File: src/hdl/fkrc_pkg.sv
`timescale 1ns / 1ps

package fkrc_pkg;

    // Byte codes seen by the parser
    localparam logic [7:0] CH_UPPER_N = 8'h4E;
    localparam logic [7:0] CH_LOWER_N = 8'h6E;
    localparam logic [7:0] CH_HEADER  = 8'h3E;
    localparam logic [7:0] CH_SPACE   = 8'h20;
    localparam logic [7:0] CH_TAB     = 8'h09;
    localparam logic [7:0] CH_CR      = 8'h0D;
    localparam logic [7:0] CH_LF      = 8'h0A;

    localparam int OUT_W  = 40;   // width of each count on the result channel
    localparam int PEND_W = 32;   // held-back whitespace counter

    localparam int          APB_AW          = 3;
    localparam logic [0:0]  REG_KMER_LENGTH = 1'b0;   // register index, paddr[2]
    localparam logic [7:0]  KMER_LEN_RESET  = 8'd31;

    typedef enum logic [2:0] {
        LM_START = 3'b001,
        LM_SEQ   = 3'b010,
        LM_HDR   = 3'b100
    } t_line_mode;

    // Event flags passed down the count pipeline
    typedef struct packed {
        logic close;      // a run ends; its length travels alongside
        logic emit_rec;   // report the open record
        logic emit_err;   // report malformed input
    } t_evt;

endpackage

File: src/hdl/fasta_kmer_run_counter.sv
`timescale 1ns / 1ps

// Channel    Dir  Payload                                   Handshake
// s_axis     in   tdata = ch[7:0], tuser = end_of_stream     tvalid/tready
// m_axis     out  tdata = kmer_count, base_count; tuser=kind tvalid/tready
// apb        in   reg 0 at 0x0: kmer_length[7:0]             psel/penable, pready=1
//
// One byte per cycle unless the input stalls (see below). A result reaches the output
// register through the parse stage, k-mer contribution stage and accumulate stage.
// Input stalls only while a finished result waits at the output and another one
// has reached the accumulate stage. Reset is synchronous, active low, and returns
// kmer_length to 31.
module fasta_kmer_run_counter
    import fkrc_pkg::*;
#(
    parameter int COUNT_WIDTH = 40
) (
    input  logic                 i_clk,
    input  logic                 i_rst_n,
    // slave stream
    input  logic                 s_axis_tvalid,
    output logic                 s_axis_tready,
    input  logic [7:0]           s_axis_tdata,    // [7:0] ch
    input  logic                 s_axis_tuser,    // [0] end_of_stream
    // master stream
    output logic                 m_axis_tvalid,
    input  logic                 m_axis_tready,
    output logic [2*OUT_W-1:0]   m_axis_tdata,    // [39:0] kmer_count, [79:40] base_count
    output logic                 m_axis_tuser,    // [0] kind
    // configuration
    input  logic                 psel,
    input  logic                 penable,
    input  logic                 pwrite,
    input  logic [APB_AW-1:0]    paddr,
    input  logic [31:0]          pwdata,
    output logic [31:0]          prdata,
    output logic                 pready
);

    localparam int W = COUNT_WIDTH;
    localparam logic [W-1:0] CNT_MAX = '1;

    // ---------------- configuration ----------------
    logic [7:0] r_kmer_len;
    logic [7:0] r_km1;         // k - 1, with k = 0 treated as 1
    logic       cfg_wr;

    assign pready = 1'b1;
    assign cfg_wr = psel && penable && pwrite && pready && (paddr[2] == REG_KMER_LENGTH);
    assign prdata = (paddr[2] == REG_KMER_LENGTH) ? {24'd0, r_kmer_len} : 32'd0;

    always_ff @(posedge i_clk) begin
        if (!i_rst_n) begin
            r_kmer_len <= KMER_LEN_RESET;
            r_km1      <= KMER_LEN_RESET - 8'd1;
        end else if (cfg_wr) begin
            r_kmer_len <= pwdata[7:0];
            r_km1      <= (pwdata[7:0] == 8'd0) ? 8'd0 : pwdata[7:0] - 8'd1;
        end
    end

    // ---------------- handshake ----------------
    t_evt r_e1, r_e2;
    logic r_out_valid;
    logic stall, adv, accept;

    assign stall         = (r_e2.emit_rec || r_e2.emit_err) && r_out_valid && !m_axis_tready;
    assign adv           = !stall;
    assign s_axis_tready = adv;
    assign accept        = s_axis_tvalid && adv;

    // ---------------- parse stage ----------------
    t_line_mode           r_line_mode, n_line_mode;
    logic                 r_record_open, n_record_open;
    logic                 r_header_named, n_header_named;
    logic                 r_halted, n_halted;
    logic [W-1:0]         r_run, n_run;
    logic [PEND_W-1:0]    r_pend, n_pend;
    logic [W-1:0]         r_base, n_base;
    logic [W-1:0]         r_e1_len, n_e1_len;
    logic [W-1:0]         r_e1_base, n_e1_base;
    t_evt                 n_e1;

    logic [7:0]           b;
    logic                 eos, is_ws, is_n;
    logic [PEND_W-1:0]    pend_eff;
    logic [W:0]           run_sum, base_sum;
    logic [W-1:0]         run_sat, base_sat;

    assign b     = s_axis_tdata;
    assign eos   = s_axis_tuser;
    assign is_ws = (b == CH_SPACE) || (b == CH_TAB) || (b == CH_CR);
    assign is_n  = (b == CH_UPPER_N) || (b == CH_LOWER_N);

    // Held-back whitespace joins the run together with the current byte
    assign pend_eff = (r_line_mode == LM_SEQ) ? r_pend : '0;
    assign run_sum  = {1'b0, r_run} + (W+1)'(pend_eff) + (W+1)'(!is_n);
    assign base_sum = {1'b0, r_base} + (W+1)'(pend_eff) + (W+1)'(1'b1);
    assign run_sat  = run_sum[W]  ? CNT_MAX : run_sum[W-1:0];
    assign base_sat = base_sum[W] ? CNT_MAX : base_sum[W-1:0];

    always_comb begin
        n_line_mode    = r_line_mode;
        n_record_open  = r_record_open;
        n_header_named = r_header_named;
        n_halted       = r_halted;
        n_run          = r_run;
        n_pend         = r_pend;
        n_base         = r_base;
        n_e1           = '0;
        n_e1_len       = r_run;
        n_e1_base      = r_base;

        if (r_halted) begin
            // drop everything until reset
        end else if (eos) begin
            if (r_line_mode == LM_HDR && !r_header_named) begin
                n_e1.emit_err = 1'b1;
                n_halted      = 1'b1;
            end else begin
                if (r_record_open) begin
                    n_e1.close    = 1'b1;
                    n_e1.emit_rec = 1'b1;
                end
                n_line_mode    = LM_START;
                n_record_open  = 1'b0;
                n_header_named = 1'b0;
                n_run          = '0;
                n_pend         = '0;
                n_base         = '0;
            end
        end else begin
            case (r_line_mode)
                LM_SEQ: begin
                    if (b == CH_LF) begin
                        n_pend      = '0;
                        n_line_mode = LM_START;
                    end else if (is_ws) begin
                        if (r_pend != '1) n_pend = r_pend + 1'b1;
                    end else begin
                        n_pend = '0;
                        n_base = base_sat;
                        if (is_n) begin
                            n_e1.close = 1'b1;
                            n_e1_len   = run_sat;
                            n_run      = '0;
                        end else begin
                            n_run = run_sat;
                        end
                    end
                end
                LM_HDR: begin
                    if (b == CH_LF) begin
                        n_line_mode = LM_START;
                        if (!r_header_named) begin
                            n_e1.emit_err = 1'b1;
                            n_halted      = 1'b1;
                        end
                    end else if (!is_ws) begin
                        n_header_named = 1'b1;
                    end
                end
                LM_START: begin
                    if (b == CH_LF || is_ws) begin
                        // skip leading whitespace and blank lines
                    end else if (b == CH_HEADER) begin
                        if (r_record_open) begin
                            n_e1.close    = 1'b1;
                            n_e1.emit_rec = 1'b1;
                        end
                        n_record_open  = 1'b1;
                        n_header_named = 1'b0;
                        n_run          = '0;
                        n_pend         = '0;
                        n_base         = '0;
                        n_line_mode    = LM_HDR;
                    end else if (!r_record_open) begin
                        n_e1.emit_err = 1'b1;
                        n_halted      = 1'b1;
                    end else begin
                        n_line_mode = LM_SEQ;
                        n_pend      = '0;
                        n_base      = base_sat;
                        if (is_n) begin
                            n_e1.close = 1'b1;
                            n_e1_len   = run_sat;
                            n_run      = '0;
                        end else begin
                            n_run = run_sat;
                        end
                    end
                end
                default: begin
                    n_line_mode = LM_START;
                end
            endcase
        end
    end

    always_ff @(posedge i_clk) begin
        if (!i_rst_n) begin
            r_line_mode    <= LM_START;
            r_record_open  <= 1'b0;
            r_header_named <= 1'b0;
            r_halted       <= 1'b0;
            r_run          <= '0;
            r_pend         <= '0;
            r_base         <= '0;
            r_e1           <= '0;
        end else if (adv) begin
            r_e1 <= accept ? n_e1 : '0;
            if (accept) begin
                r_line_mode    <= n_line_mode;
                r_record_open  <= n_record_open;
                r_header_named <= n_header_named;
                r_halted       <= n_halted;
                r_run          <= n_run;
                r_pend         <= n_pend;
                r_base         <= n_base;
            end
        end
    end

    always_ff @(posedge i_clk) begin
        if (adv && accept) begin
            r_e1_len  <= n_e1_len;
            r_e1_base <= n_e1_base;
        end
    end

    // ---------------- contribution stage: L - k + 1 when L >= k ----------------
    logic [W-1:0] r_e2_add, n_e2_add;
    logic [W-1:0] r_e2_base;

    assign n_e2_add = (r_e1_len > W'(r_km1)) ? r_e1_len - W'(r_km1) : '0;

    always_ff @(posedge i_clk) begin
        if (!i_rst_n) begin
            r_e2 <= '0;
        end else if (adv) begin
            r_e2 <= r_e1;
        end
    end

    always_ff @(posedge i_clk) begin
        if (adv) begin
            r_e2_add  <= n_e2_add;
            r_e2_base <= r_e1_base;
        end
    end

    // ---------------- accumulate stage and result register ----------------
    logic [W-1:0]       r_kmer_total;
    logic [W:0]         kmer_sum;
    logic [W-1:0]       kmer_after;
    logic [63:0]        kmer_ext, base_ext;
    logic               r_out_kind;
    logic [OUT_W-1:0]   r_out_kmer, r_out_base;

    assign kmer_sum   = {1'b0, r_kmer_total} + {1'b0, r_e2_add};
    assign kmer_after = r_e2.close ? (kmer_sum[W] ? CNT_MAX : kmer_sum[W-1:0]) : r_kmer_total;
    assign kmer_ext   = 64'(kmer_after);
    assign base_ext   = 64'(r_e2_base);

    always_ff @(posedge i_clk) begin
        if (!i_rst_n) begin
            r_kmer_total <= '0;
            r_out_valid  <= 1'b0;
        end else begin
            if (m_axis_tvalid && m_axis_tready) r_out_valid <= 1'b0;
            if (adv) begin
                if (r_e2.emit_rec) begin
                    r_kmer_total <= '0;
                    r_out_valid  <= 1'b1;
                end else begin
                    r_kmer_total <= kmer_after;
                    if (r_e2.emit_err) r_out_valid <= 1'b1;
                end
            end
        end
    end

    always_ff @(posedge i_clk) begin
        if (adv && (r_e2.emit_rec || r_e2.emit_err)) begin
            r_out_kind <= r_e2.emit_err;
            r_out_kmer <= r_e2.emit_err ? '0 : kmer_ext[OUT_W-1:0];
            r_out_base <= r_e2.emit_err ? '0 : base_ext[OUT_W-1:0];
        end
    end

    assign m_axis_tvalid = r_out_valid;
    assign m_axis_tuser  = r_out_kind;
    assign m_axis_tdata  = {r_out_base, r_out_kmer};

    // ---------------- assertions ----------------
    a_err_zero_counts: assert property (@(posedge i_clk) disable iff (!i_rst_n)
        (m_axis_tvalid && m_axis_tuser) |-> (m_axis_tdata == '0))
        else $error("error result carries nonzero counts");

    a_halted_silent: assert property (@(posedge i_clk) disable iff (!i_rst_n)
        (accept && r_halted) |=> !(r_e1.emit_rec || r_e1.emit_err))
        else $error("result raised after halt");

    a_one_event_kind: assert property (@(posedge i_clk) disable iff (!i_rst_n)
        !(r_e1.emit_rec && r_e1.emit_err))
        else $error("record and error raised by one byte");

    a_blocked_no_accept: assert property (@(posedge i_clk) disable iff (!i_rst_n)
        (r_e2.emit_rec && r_out_valid && !m_axis_tready) |-> !s_axis_tready)
        else $error("input taken while result path blocked");

endmodule

File: config.mk
export PLATFORM = sky130hd
export DESIGN_NAME = fasta_kmer_run_counter
export DESIGN_NICKNAME = d
export VERILOG_FILES = /design/src/hdl/fkrc_pkg.sv /design/src/hdl/fasta_kmer_run_counter.sv
export SDC_FILE = /design/constraint.sdc
export NUM_CORES = 1
export LEC_CHECK = 0
export ABC_AREA = 1
export BUFFER_PORTS_ARGS = -buffer_cell sky130_fd_sc_hd__buf_2
export CELL_PAD_IN_SITES_DETAIL_PLACEMENT = 1
export CELL_PAD_IN_SITES_GLOBAL_PLACEMENT = 2
export CORE_MARGIN = 1.5
export CORE_UTILIZATION = 39
export DETAILED_ROUTE_END_ITERATION = 8
export PLACE_DENSITY_LB_ADDON = 0.1
export SYNTH_ARGS = -nofsm -noshare
export SYNTH_HDL_FRONTEND = slang
export SYNTH_SLANG_ARGS = --single-unit
File: constraint.sdc
create_clock -name i_clk -period 10.1 [get_ports i_clk]
set_input_delay 0.505 -clock i_clk [delete_from_list [all_inputs] [get_ports i_clk]]
set_output_delay 0.505 -clock i_clk [all_outputs]
set_load 0.02 [all_outputs]
== Word level (Yosys, flattened, before mapping) ==
Index checks and enable logic that the tools add are counted.
Word-level totals
  register bits after elaboration: 422
  input bits: 51
  output and inout port bits: 116
  word-level logic and storage cells: 177
Operators by class
  add/subtract/negate cells: 8
  order comparisons: 1
  eq/ne operators: 22
  muxes and demuxes: 88
  bitwise gates (word level): 3
  reduce and logical (&&, ||, !) cells: 31
Operator list (count)
  two-way mux 40 bit: 27
  two-way mux 32 bit: 9
  case mux 40 bit (2 select lines): 3
  adder 40 x 32 -> 41 bit: 2
  case mux 32 bit (2 select lines): 1
  adder 40 x 40 -> 41 bit: 1
  adder 41 x 1 -> 41 bit: 1
  adder 41 x 1 -> 41 bit, second input constant: 1
  > comparator 40 x 8 -> 1 bit: 1
  subtractor 40 x 8 -> 40 bit: 1
  adder 32 x 1 -> 32 bit, second input constant: 1
  inequality test 32 bit, second input constant: 1
  two-way mux 3 bit: 10
  two-way mux 1 bit: 29
  == test 8 x 4 -> 1 bit, second input constant: 3
  inequality test 3 bit, second input constant: 6
  AND reduction 9 bit: 2
  == test 8 x 6 -> 1 bit, second input constant: 2
  == test 8 x 7 -> 1 bit, second input constant: 2
  two-way mux 8 bit: 2
  AND reduction 7 bit: 2
  logical AND 1 bit: 10
  zero test 8 bit: 1
  case mux 1 bit (2 select lines): 4
  other kinds (18): 31

== Logic depth before layout (Yosys ltp) ==
  depth after elaboration: 12
  gate-level depth with buffers: 29
  gate-level depth less buffers: 29

== Worst setup path before layout ==
Ideal clock, no wire load.
  path kind: register to register
  start point: register r_e2[0] in the netlist's numbering
  end point: register r_pend[26]
  setup time: 0.126 ns
  data arrival time: 5.497 ns
  required time: 9.974 ns
  slack: 4.477 ns
  cell stages (with the launch flop): 13
  path buffers: 2
  period minus slack after synthesis: 5.623 ns
  path through: dfxtp_1 buf_2 nor2_1 nor2_1 nor2_1 o21ai_1 nand2_1 and3_1 nand2_4 inv_4 buf_2 nand3_1 nor3b_2
On the way
  longest elaborated chain between the ends: 6
  elaborated cells on any way between the ends: 7
  those cells by class: bitwise (1); reduce/logical (6)
Ends and longest elaborated chain
  from (decl): RTL line fasta_kmer_run_counter.sv:63  | t_evt r_e1, r_e2;
  from (signal assigned): RTL line fasta_kmer_run_counter.sv:241  | r_e2 <= r_e1;
  logical OR 1 bit (*): RTL line fasta_kmer_run_counter.sv:67  | assign stall = (r_e2.emit_rec || r_e2.emit_err) && r_out_valid && !m_axis_tready;
  logical AND 1 bit (*) (2 in a row): RTL line fasta_kmer_run_counter.sv:67
  zero test 1 bit: RTL line fasta_kmer_run_counter.sv:68  | assign adv = !stall;
  logical AND 1 bit: RTL line fasta_kmer_run_counter.sv:70  | assign accept = s_axis_tvalid && adv;
  AND reduction 8 bit (no line) (*)
  to (signal assigned): RTL line fasta_kmer_run_counter.sv:218  | r_pend <= n_pend;
  to (decl): RTL line fasta_kmer_run_counter.sv:78  | logic [PEND_W-1:0] r_pend, n_pend;
Mark *: on every way between the ends. The rest lies on a longest branch, timed or not.
A chain may end at the register's enable or synchronous reset.

== Worst setup path after layout ==
  start point: register r_line_mode[1]
  end point: register r_e1_len[6] (data pin)
On the way
  longest elaborated chain between the ends: 12
  elaborated cells on any way between the ends: 15
  those cells by class: add/sub (2); eq/ne (2); mux (11)
Ends and longest elaborated chain
  from (decl): RTL line fasta_kmer_run_counter.sv:73  | t_line_mode r_line_mode, n_line_mode;
  from (signal assigned): RTL line fasta_kmer_run_counter.sv:213  | r_line_mode <= n_line_mode;
  == test 3 x 2 -> 1 bit: RTL line fasta_kmer_run_counter.sv:96, fasta_kmer_run_counter.sv:133
  two-way mux 32 bit: RTL line fasta_kmer_run_counter.sv:96  | assign pend_eff = (r_line_mode == LM_SEQ) ? r_pend : '0;
  adder 40 x 32 -> 41 bit: RTL line fasta_kmer_run_counter.sv:97  | assign run_sum = {1'b0, r_run} + (W+1)'(pend_eff) + (W+1)'(!is_n);
  adder 41 x 1 -> 41 bit: RTL line fasta_kmer_run_counter.sv:97
  two-way mux 40 bit: RTL line fasta_kmer_run_counter.sv:99  | assign run_sat = run_sum[W] ? CNT_MAX : run_sum[W-1:0];
  two-way mux 40 bit: RTL line fasta_kmer_run_counter.sv:143, fasta_kmer_run_counter.sv:184
  two-way mux 40 bit: RTL line fasta_kmer_run_counter.sv:177  | end else if (!r_record_open) begin
  two-way mux 40 bit: RTL line fasta_kmer_run_counter.sv:166  | end else if (b == CH_HEADER) begin
  two-way mux 40 bit: RTL line fasta_kmer_run_counter.sv:164  | if (b == CH_LF || is_ws) begin
  case mux 40 bit (2 select lines) (*): RTL line fasta_kmer_run_counter.sv:133  | case (r_line_mode)
  two-way mux 40 bit (*): RTL line fasta_kmer_run_counter.sv:116  | end else if (eos) begin
  two-way mux 40 bit (*): RTL line fasta_kmer_run_counter.sv:114  | if (r_halted) begin
  named net n_e1_len[6]: RTL line fasta_kmer_run_counter.sv:80  | logic [W-1:0] r_e1_len, n_e1_len;
  to (signal assigned): RTL line fasta_kmer_run_counter.sv:226  | r_e1_len <= n_e1_len;
  to (decl): RTL line fasta_kmer_run_counter.sv:80
Mark *: on every way through the listed nets, which the timed path passes. The rest lies on a longest branch.

==> results.txt <==
The run finished with clean final reports. The critical path goes through nand2_2, nor2_1, ha_1, a21oi_1, o21ai_0, a21oi_1, o21ai_0, a21oi_1, nand2_2, inv_4, nand3_1, o21ai_0, nand2_1, nand2_1, nand2_1. The critical path data arrival time is 6130 ps.

The die covers 0.0703 sq mm. The post-CTS resize count is 0. The site row count came out at 95. The height of the die is 265 um.

In the routed layout, each cell is associated on average with a via count of 5.38. Setup repair after global routing left no endpoint under its margin. The mean cell area of the mapped netlist is 7.30 sq um. The setup check on the worst reg-to-reg path leaves a slack of 4310 ps. The number of nets with antenna violations after detailed routing is 0. The most common flop cell mapped by yosys is edfxtp_1. The number of standard cells in the final layout excluding fillers is 4,672. The maximum clock frequency came out at 173 MHz. The mapped netlist covers 0.0268 sq mm. The most frequent cell after synthesis is nand2_1. The worst hold path terminates at r_kmer_len[1].

The number of flops mapped to enable cells by yosys is 241. The final count of negative-setup-slack endpoints is 0. In this run the power density over the cells is 136 mW/mm^2.

During synthesis, Yosys emitted a total of 0 warnings. The deepest clock path buffer count is 3. Entering global routing, the biggest net connects 84 pins.

The number of cells on the worst reg-to-reg path came out at 15. The initial antenna violation count was 2. After synthesis, the share of flip-flops with an asynchronous set or reset is 0. The number of hold buffers added after CTS was 0. The number of violations reported at the end of detailed-routing iteration 0 came out at 1,494. The first detailed-routing pass took 5 iterations. The setup path with the least slack is of type reg2reg. The initial utilization of the core area, before any placement, comes to 0.396. Adding up every negative setup slack in the final design gives 0 ps.

The post-CTS clock slew at the launch and capture registers of the worst setup and hold paths is 70 ps. The repair_antennas step left the layout with diodes totalling 0. The final setup skew came out at 53.4 ps. After detailed placement, the design holds a cell count of 4,578. The insertion delay to the later sink of the worst-skew pair came out at 640 ps.

The routed design could run at a clock period as short as 5790 ps. For the pin with the worst max-slew slack, the measured transition is 1160 ps. The number of violations of the max-capacitance limit is 0. The capturing point of the worst reg2reg path is r_e1_len[6]. Setup slack on the critical path of the routed design comes to 4310 ps. The total vias in the final route is 25,100. The startpoint identified for the worst register-to-register timing path is r_line_mode[1]. The max-slew violation total from the final report came out at 0. For this run, the register share of the synthesized area comes to 0.405. The clock tree synthesis step divided the H-tree into 2 levels. The worst-case vdd ir drop is 132 uV.

The highest cell delay on the worst timing path is 880 ps. The required time at the endpoint of the critical path came out at 10,450 ps. The peak fanout along the critical path is 42. In the final layout, the share of cells above drive strength 1 is 0.0882. The instance count of the mapped netlist is 3,672.

The total routed wirelength came out at 96.4 mm. The kind of cell with the highest combined delay along the critical path is simple AND/OR/NAND/NOR gates. The post-DP HPWL came out at 75.4 mm. The floorplan step set the die width to 265 um. The tree is rooted in a clkbuf_16.

The I/O pin count came out at 167. The final estimated routing congestion in global placement came out at 0.943. The final total power came out at 4.07 mW. The TritonCTS buffer count came out at 50. For this design, the slowest cell found on the critical path is dfxtp_1. The setup fix buffers added after clock tree synthesis is 0.

The placeable core region came out at 0.0676 sq mm. The worst hold slack came out at 146 ps. The cell type contributing the most total cell area after synthesis is edfxtp_1. The startpoint of the tightest hold check path is pwdata[1]. The hold violation total from the final report came out at 0. The relative slew slack is 0.229.

The depth of the worst hold-timing path is 3. STA classifies the critical path endpoint as a register. The number of global-route vias before repair is 25,700. The count of unresolved DRC violations after routing came out at 0. Ranked by total cell area, the synthesized netlist is headed by edfxtp_1 (27%), dfxtp_1 (14%), nand2_1 (12%). The nature of the critical path startpoint is a register. The count of cell types in the netlist is 64.

Buffers placed on the I/O ports in this run total 115. The leakage power total came out at 12.5 nW. The wire length of the first global-routing pass came out at 149 mm.

The final critical-path share of the clock period came out at 0.573. In the global route stage, overall resource usage came out at 0.271. The share of synthesized area in the top cell type comes to 0.270.

Summed over all layers, the global routing overflow is 0. The min-delay analysis places its worst path in the category in2reg. The clock sink total came out at 422. The worst slack at placement came out at 4420 ps. Together, buffers and inverters on the worst path number 1. TritonCTS built the clock tree. The average wire per standard cell came out at 20.6 um. After synthesis, the most frequently instantiated cells are nand2_1 (859), nor2_1 (464), inv_1 (458).

The number of fill cells in the layout is 8,503. For this run, the post-layout net count is 3,913. The layout-stage area growth over the synthesis result is 11.2%. The post-synthesis register bit count is 422.
==> layer usage <==
metal	vias to the layer above	wire length, um	global-route usage
met5	-	0	0
met4	0	2330	0.0712
met3	100	3650	0.0269
met2	456	43600	0.444
met1	12300	46900	0.383
li1	12300	-	-
==> per-stage QoR <==
stage          cell area [sq um]   util
2_1_floorplan              26900      -
3_3_place_gp               28100  0.415
3_5_place_dp               28100  0.415
4_1_cts                    29800  0.441
5_1_grt                    29800  0.441
6_report                   29800  0.441
==> final cells by class <==
type                       count  area, sq um  area share
clock inverter                28          329      0.0110
sequential                   422        10900       0.364
timing repair buffer         133          711      0.0238
tap                          873         1090      0.0366
multi-input combinational   2668        13600       0.456
clock buffer                  66         1400      0.0471
inverter                     482         1820      0.0611
==> worst reg2reg max path, cell delays in order (launching register included) <==
cell	delay, ps
dfxtp_1	880
nand2_2	640
nor2_1	710
ha_1	410
a21oi_1	320
o21ai_0	200
a21oi_1	270
o21ai_0	200
a21oi_1	200
nand2_2	310
inv_4	570
nand3_1	360
o21ai_0	250
nand2_1	80
nand2_1	60
nand2_1	50
==> flip-flops by register name (all words and copies together), names as in the netlist, 3 cells and up <==
name / count
n_e1_base: 40
r_e1: 3
r_e1_base: 40
r_e1_len: 40
r_e2: 3
r_e2_add: 40
r_e2_base: 40
r_km1: 8
r_kmer_len: 8
r_kmer_total: 40
r_line_mode: 3
r_out_base: 40
r_out_kmer: 40
r_pend: 32
r_run: 40
==> report_power, final <==
group          switching [mW]  internal, mW  leakage (nW)
logic                   0.223        0.0667          7.71
registers              0.0313          1.85          3.96
clock network           0.802          1.09         0.831
total                    1.06          3.01          12.5
==> placed cells by master (no fill, tap or decap), types with 52 or more instances in the layout <==
master | Yosys | layout
a21oi_1 | 349 | 349
buf_2 | 17 | 115
clkbuf_16 | 0 | 52
dfxtp_1 | 181 | 180
edfxtp_1 | 241 | 241
ha_1 | 101 | 101
inv_1 | 458 | 457
nand2_1 | 859 | 859
nand3_1 | 194 | 194
nor2_1 | 464 | 460
nor3_1 | 86 | 86
o21ai_0 | 152 | 152
==> cells by family (layout without fill, tap and decap cells) <==
logic type	after synthesis	after routing	synth area share
adder cells (fa/ha/maj)	105	105	0.0501
flip-flops	422	422	0.405
AO/OA/AOI/OAI	691	691	0.144
buffers and inverters	605	709	0.0924
other	2	25	0.000280
AND/OR/NAND/NOR	1785	1785	0.288
XOR/XNOR	62	62	0.0203
==> worst max path at each step <==
stage          cells after the start  slack [ps]     endpoint           start
2_1_floorplan                     12        4480   r_pend[26]         r_e2[0]
3_3_place_gp                      17        4470  r_e1_len[6]  r_line_mode[1]
3_5_place_dp                      17        4420  r_e1_len[6]  r_line_mode[1]
4_1_cts                           17        4420  r_e1_len[6]  r_line_mode[1]
5_1_grt                           17        4050  r_e1_len[6]  r_line_mode[1]
6_report                          15        4310  r_e1_len[6]  r_line_mode[1]
No activity file was read; power rests on OpenSTA's default activity.
